File: config.mk
export PLATFORM = sky130hd
export DESIGN_NAME = psna_ctrl
export DESIGN_NICKNAME = d
export VERILOG_FILES = /design/src/hw/rtl/psna_pkg.sv /design/src/hw/rtl/psna_ctrl.sv
export SDC_FILE = /design/constraint.sdc
export NUM_CORES = 1
export LEC_CHECK = 0
export BUFFER_PORTS_ARGS = -buffer_cell sky130_fd_sc_hd__buf_2
export CAP_MARGIN = 10
export CORE_MARGIN = 5
export CORE_UTILIZATION = 45
export CTS_BUF_LIST = sky130_fd_sc_hd__clkbuf_4
export DETAILED_ROUTE_END_ITERATION = 10
export GPL_ROUTABILITY_DRIVEN = 1
export GPL_TIMING_DRIVEN = 0
export PLACE_DENSITY_LB_ADDON = 0.2
export SYNTH_ARGS = -nofsm -noshare
export SYNTH_HDL_FRONTEND = slang
export SYNTH_SLANG_ARGS = --single-unit
export TNS_END_PERCENT = 10
File: constraint.sdc
create_clock -name clk -period 3.6 [get_ports clk]
set_input_delay 0 -clock clk [delete_from_list [all_inputs] [get_ports clk]]
set_output_delay 0 -clock clk [all_outputs]
set_load 0.1 [all_outputs]
File: src/hw/rtl/psna_pkg.sv
// ----------------------------------------------------------------------------
// psna_pkg
// Shared constants, state codes and control/status types of the
// periodic-server job assignment block.
// ----------------------------------------------------------------------------
package psna_pkg;

    localparam int MAX_SERVERS_DEF = 1024;
    localparam int TIME_BITS_DEF   = 52;
    localparam int PERIOD_W        = 20;
    localparam int POS_W           = 32;
    localparam int SIDX_W          = 11;

    typedef enum logic [3:0] {
        ST_IDLE,
        ST_MID,
        ST_RD,
        ST_DIVST,
        ST_DIVW,
        ST_ACC,
        ST_CHK,
        ST_REMI,
        ST_SCANI,
        ST_DONE
    } state_t;

    typedef enum logic [1:0] {
        PH_SEARCH,
        PH_REMOVE,
        PH_SCAN
    } phase_t;

    typedef enum logic [3:0] {
        OP_NONE,
        OP_LOAD,
        OP_START,
        OP_MID,
        OP_RD,
        OP_DIV,
        OP_ACC_S,
        OP_STEP,
        OP_REM_INIT,
        OP_ACC_R,
        OP_SCAN_INIT,
        OP_ACC_SC,
        OP_FINISH
    } op_t;

    typedef struct packed {
        op_t op;
    } cmd_t;

    typedef struct packed {
        logic triv;
        logic lo_lt_hi;
        logic idx_end;
        logic enough;
        logic rem_zero;
        logic found;
        logic div_done;
        logic out_busy;
    } status_t;

endpackage

File: src/hw/rtl/psna_ctrl.sv
// ----------------------------------------------------------------------------
// psna_ctrl
// Sequencer: time search, removal pass and server scan for each query.
// ----------------------------------------------------------------------------
module psna_ctrl (
    input  logic                clk,
    input  logic                rst_n,
    input  logic                req_valid,
    input  logic                req_kind,
    output logic                req_ready,
    input  psna_pkg::status_t   st,
    output psna_pkg::cmd_t      cmd
);
    psna_pkg::state_t state_reg, state_next;
    psna_pkg::phase_t ph_reg, ph_next;

    always_ff @(posedge clk or negedge rst_n)
    begin
        if (!rst_n)
        begin
            state_reg <= psna_pkg::ST_IDLE;
            ph_reg    <= psna_pkg::PH_SEARCH;
        end
        else
        begin
            state_reg <= state_next;
            ph_reg    <= ph_next;
        end
    end

    always_comb
    begin
        state_next = state_reg;
        ph_next    = ph_reg;
        case (state_reg)
            psna_pkg::ST_IDLE:
                if (req_valid && req_kind)
                    state_next = psna_pkg::ST_MID;
            psna_pkg::ST_MID:
                if (st.triv)
                    state_next = psna_pkg::ST_DONE;
                else if (st.lo_lt_hi)
                begin
                    state_next = psna_pkg::ST_RD;
                    ph_next    = psna_pkg::PH_SEARCH;
                end
                else
                    state_next = psna_pkg::ST_REMI;
            psna_pkg::ST_REMI:
            begin
                state_next = psna_pkg::ST_RD;
                ph_next    = psna_pkg::PH_REMOVE;
            end
            psna_pkg::ST_SCANI:
            begin
                state_next = psna_pkg::ST_RD;
                ph_next    = psna_pkg::PH_SCAN;
            end
            psna_pkg::ST_RD:    state_next = psna_pkg::ST_DIVST;
            psna_pkg::ST_DIVST: state_next = psna_pkg::ST_DIVW;
            psna_pkg::ST_DIVW:
                if (st.div_done)
                    state_next = psna_pkg::ST_ACC;
            psna_pkg::ST_ACC:   state_next = psna_pkg::ST_CHK;
            psna_pkg::ST_CHK:
                case (ph_reg)
                    psna_pkg::PH_SEARCH:
                        if (st.enough || st.idx_end)
                            state_next = psna_pkg::ST_MID;
                        else
                            state_next = psna_pkg::ST_RD;
                    psna_pkg::PH_REMOVE:
                        if (!st.idx_end)
                            state_next = psna_pkg::ST_RD;
                        else if (st.rem_zero)
                            state_next = psna_pkg::ST_DONE;
                        else
                            state_next = psna_pkg::ST_SCANI;
                    default:
                        if (st.found || st.idx_end)
                            state_next = psna_pkg::ST_DONE;
                        else
                            state_next = psna_pkg::ST_RD;
                endcase
            psna_pkg::ST_DONE:
                if (!st.out_busy)
                    state_next = psna_pkg::ST_IDLE;
            default:
                state_next = psna_pkg::ST_IDLE;
        endcase
    end

    always_comb
    begin
        cmd.op    = psna_pkg::OP_NONE;
        req_ready = 1'b0;
        case (state_reg)
            psna_pkg::ST_IDLE:
            begin
                req_ready = 1'b1;
                if (req_valid)
                    cmd.op = req_kind ? psna_pkg::OP_START : psna_pkg::OP_LOAD;
            end
            psna_pkg::ST_MID:
                if (!st.triv && st.lo_lt_hi)
                    cmd.op = psna_pkg::OP_MID;
            psna_pkg::ST_REMI:  cmd.op = psna_pkg::OP_REM_INIT;
            psna_pkg::ST_SCANI: cmd.op = psna_pkg::OP_SCAN_INIT;
            psna_pkg::ST_RD:    cmd.op = psna_pkg::OP_RD;
            psna_pkg::ST_DIVST: cmd.op = psna_pkg::OP_DIV;
            psna_pkg::ST_ACC:
                case (ph_reg)
                    psna_pkg::PH_SEARCH: cmd.op = psna_pkg::OP_ACC_S;
                    psna_pkg::PH_REMOVE: cmd.op = psna_pkg::OP_ACC_R;
                    default:             cmd.op = psna_pkg::OP_ACC_SC;
                endcase
            psna_pkg::ST_CHK:
                if (ph_reg == psna_pkg::PH_SEARCH && (st.enough || st.idx_end))
                    cmd.op = psna_pkg::OP_STEP;
            psna_pkg::ST_DONE:
                if (!st.out_busy)
                    cmd.op = psna_pkg::OP_FINISH;
            default:
                cmd.op = psna_pkg::OP_NONE;
        endcase
    end
endmodule

== After elaboration in Yosys (flattened, before gate mapping) ==
Cells that the tools add are included.
Cells by class
  equality and inequality tests: 15
  multiplexer cells: 22
  reductions and logical operators: 12
Operator list (number)
  $pmux W4 S9: 2
  $mux W4: 7
  $eq A4 B3 Y1 const B: 4
  $pmux W4 S2: 2
  $mux W2: 6
  $ne A2 B2 Y1 const B: 5
  $eq A4 B2 Y1 const B: 2
  $eq A4 B4 Y1 const B: 2
  $mux W3: 2
  $pmux W2 S3: 1
  $reduce_and A3 Y1: 2
  $eq A4 B1 Y1 const B: 1
  $logic_not A4 Y1: 1
  $logic_and A1 B1 Y1: 3
  $reduce_bool A3 Y1: 1
  $eq A2 B1 Y1 const B: 1
  $logic_not A2 Y1: 1
  $logic_or A1 B1 Y1: 2
  $mux W1: 2
  $reduce_or A2 Y1: 1
  $logic_not A1 Y1: 1
Word-level totals
  flip-flop bits (word level): 6
  input port bits: 12
  word-level logic and storage cells: 51

== Depth between registers and ports, before layout ==
  depth after elaboration: 4
  mapped depth: 5
  mapped depth without buffers: 4

== Worst setup path before layout ==
OpenSTA, ideal clock, no wires.
  path kind: flip-flop to output port
  from: reg state_reg[0]
  to: out cmd[0] (netlist bit)
  arrival time: 5.233 ns
  setup slack: -1.633 ns
  cell stages (with the launch flop): 5
  path buffers: 1
  cell sequence: dfrtp_1 buf_6 nor4_1 nand2_1 o211ai_1
RTL lines
  start: declaration: line psna_ctrl.sv:14  | psna_pkg::state_t state_reg, state_next;
  start signal: assignment: line psna_ctrl.sv:21  | state_reg <= psna_pkg::ST_IDLE;
  start signal: assignment: line psna_ctrl.sv:26  | state_reg <= state_next;
  end: declaration: line psna_ctrl.sv:12  | output psna_pkg::cmd_t cmd

==> results.sh <==
export IMPL_status="finished clean"
export IMPL_largest_register_ffs=4
export IMPL_clock_fmax_mhz=495.4
export IMPL_muxShareOfSynthArea=0.03571
export IMPL_synthSimpleGateAreaFrac=0.2679
export IMPL_initial_core_util=0.4786
export IMPL_async_reset_ff_frac=1.000
export IMPL_grt_max_degree=11
export IMPL_endpoint_kind="output port"
export IMPL_nets=117
export IMPL_wl_met3_um=169
export IMPL_routed_wl_um=1645
export IMPL_cts_buffer_depth=2
export IMPL_ant_nets=0
export IMPL_vias=727
export IMPL_fp_dieW_um=47.44
export IMPL_synth_top_family_by_area="compound AO/OA/AOI/OAI gates"
export IMPL_cp_slowest_cell="buf_2"
export IMPL_ys_seq_area_frac=0.2381
export IMPL_hold_path_class="primary input to register"
export IMPL_synth_compound_area_frac=0.3671
export IMPL_worstPathMaxFanout=10
export IMPL_rows=13
export IMPL_post_cts_setup_buffers=0
export IMPL_drv_cap=0
export IMPL_cts_buffers=3
export IMPL_cpMostUsedCell="buf_2"
export IMPL_grt_pass1_vias=648
export IMPL_routed_top_layer="met3"
export IMPL_clock_sinks=6
export IMPL_dp_hpwl_um=1257
export IMPL_design_core_area_sq_mm=0.001318
export IMPL_synthFlopType="dfrtp_1"
export IMPL_gp_congestion=0.9139
export IMPL_antenna_found_initial=0
export IMPL_port_buffers=16
export IMPL_postPlaceCellArea_sq_um=744.5
export IMPL_setup_tns_ns=0
export IMPL_finalMaxSlewViolations=0
export IMPL_setup_viol=0
export IMPL_ys_ff_latch=6
export IMPL_synth_area_leaders="dfrtp_1 24%, nor2_1 6.0%, o21ai_0 5.6%, nand2_1 4.2%, a21oi_1 4.0%"
export IMPL_critPathMaxStageDelay_ns=0.45
export IMPL_synth_edf_count=0
export IMPL_clock_latency_ns=0.24
export IMPL_synth_top_cell_area_share=0.2381
export IMPL_grt_ovfl_total=0
export IMPL_cts_tree="built"
export IMPL_tightest_slew_ns=0.4895
export IMPL_yosys_warnings=0
export IMPL_relSlewSlack=0.6759
export IMPL_cts_max_level=1
export IMPL_yosys_area_share_xor_xnor=0
export IMPL_period_share=0.5607
export IMPL_final_cell_area_sq_um=777.0
export IMPL_rsz0062_at_grt="false"
export IMPL_worstPathRequired_ns=3.60
export IMPL_drive_above_1_share=0.3107
export IMPL_wl_per_cell_um=13.94
export IMPL_finalClockSkew_ns=0.0005589
export IMPL_clockRootBuffer="clkbuf_4"
export IMPL_netlist_area_sq_um=630.6
export IMPL_syn_to_final_growth_pct=23.21
export IMPL_synth_distinct_cells=35
export IMPL_cp_cell_sequence="buf_2 > nor2b_1 > nand2_1 > o22a_1 > o211ai_1 > buf_2"
export IMPL_met2_wirelength_um=816
export IMPL_grt_use_total=0.1783
export IMPL_criticalPathCategory="register to output port"
export IMPL_firstDrtPassIters=4
export IMPL_chipHeight_um=47.44
export IMPL_synth_avg_cell_area_sq_um=7.598
export IMPL_start_kind="register"
export IMPL_synth_nets=95
export IMPL_dr_first_iter_drc_count=19
export IMPL_route_detailed_drc=0
export IMPL_pin_count=17
export IMPL_drt_met1_wl_um=658
export IMPL_synthCells=83
export IMPL_viasPerCell=6.161
export IMPL_diodes=0
export IMPL_grt_first_pass_wirelength_um=2829
export IMPL_report_final_hold_viol_count=0
export IMPL_yosysTopAreaCell="dfrtp_1"
export IMPL_dieArea_sq_mm=0.002250
export IMPL_arrival_ns=2.02
export IMPL_finalCriticalPeriod_ns=2.018
export IMPL_synth_fa_ha_area_frac=0
export IMPL_clk_pin_slew_worst_paths_ns=0.04
## kinds of logic (layout without fill, tap and decap cells)
kind of cell	after synthesis	in the layout
multiplexers	2	2
buffers and inverters	9	29
flip-flops	6	6
AO/OA/AOI/OAI	32	32
AND/OR/NAND/NOR	34	34
## final timing paths
check | startpoint | end | slack, ns | cells past startpoint
worst max register to register | state_reg[1] | state_reg[0] | 2.20 | 4
worst max-delay path | state_reg[3] | cmd[1] | 1.58 | 6
min in group asynchronous | rst_n | ph_reg[0] | 0.11 | 2
max in group asynchronous | rst_n | state_reg[3] | 3.35 | 2
worst min register to register | ph_reg[0] | ph_reg[0] | 0.67 | 3
worst min-delay path | st[0] | state_reg[0] | 0.08 | 3
## metrics by stage
| stage | hold WS [ns] | util | setup slack (ns) | cells |
|---|---|---|---|---|
| CTS | 0.07563 | 0.5897 | 1.573 | 118 |
| detailed placement | -0.1745 | 0.5651 | 1.837 | 114 |
| global route | 0.08826 | 0.5897 | 1.409 | 118 |
| finish | 0.08364 | 0.5897 | 1.582 | 118 |
| global placement | -0.1755 | 0.5651 | 1.839 | 114 |
| floorplan | -0.2956 | - | 0.3633 | 83 |
## metal layers
layer  vias up  global-route usage
met5         -                   0
met4         0             0.03867
met3         0             0.05639
met2        43              0.2781
met1       330              0.2409
li1        354                   -
## final cells by class
cell class / count / area (sq um)
Fill cell: 122 / 540.5
Multi-Input combinational cell: 68 / 437.9
Sequential cell: 6 / 150.1
Timing Repair Buffer: 17 / 90.09
Buffer: 7 / 50.05
Clock buffer: 3 / 22.52
Tap cell: 15 / 18.77
Inverter: 2 / 7.507
## cells in the final DEF (no fill, tap or decap), types with 2 or more instances in the layout
| cell type | count |
|---|---|
| mux2_2 | 2 |
| nand2b_1 | 3 |
| inv_1 | 2 |
| nor2_1 | 10 |
| nand3_1 | 3 |
| clkbuf_4 | 3 |
| o21ai_0 | 7 |
| dfrtp_1 | 6 |
| a21oi_1 | 5 |
| o31ai_1 | 2 |
| nand2_1 | 7 |
| a32oi_1 | 2 |
| nor3_1 | 5 |
| nor2b_1 | 2 |
| buf_6 | 2 |
| buf_2 | 20 |
| o211ai_1 | 2 |
## Yosys cell counts, types with 2 or more instances
cell type / count
a21oi_1: 5
nand2b_1: 3
nand3_1: 3
inv_1: 2
o31ai_1: 2
nor2b_1: 2
nand2_1: 7
o211ai_1: 2
buf_2: 4
buf_6: 2
dfrtp_1: 6
o21ai_0: 7
a32oi_1: 2
nor3_1: 5
mux2_2: 2
nor2_1: 10
## worst max-delay path, delay by kind of cell (launching register included)
kind                   cells  cell delay, ns
buffers and inverters      2            0.64
and+or+nand+nor            2            0.45
DFF                        1            0.36
AOI/OAI and AO/OA          2            0.33
## what timing repair did
action,in CTS,in global routing
gates resized for setup,0,0
hold buffers,1,0
endpoints found under the hold margin,6,0
Power is not shown: default switching activity piles up to over one toggle a cycle in this logic, so the estimate is an artifact.
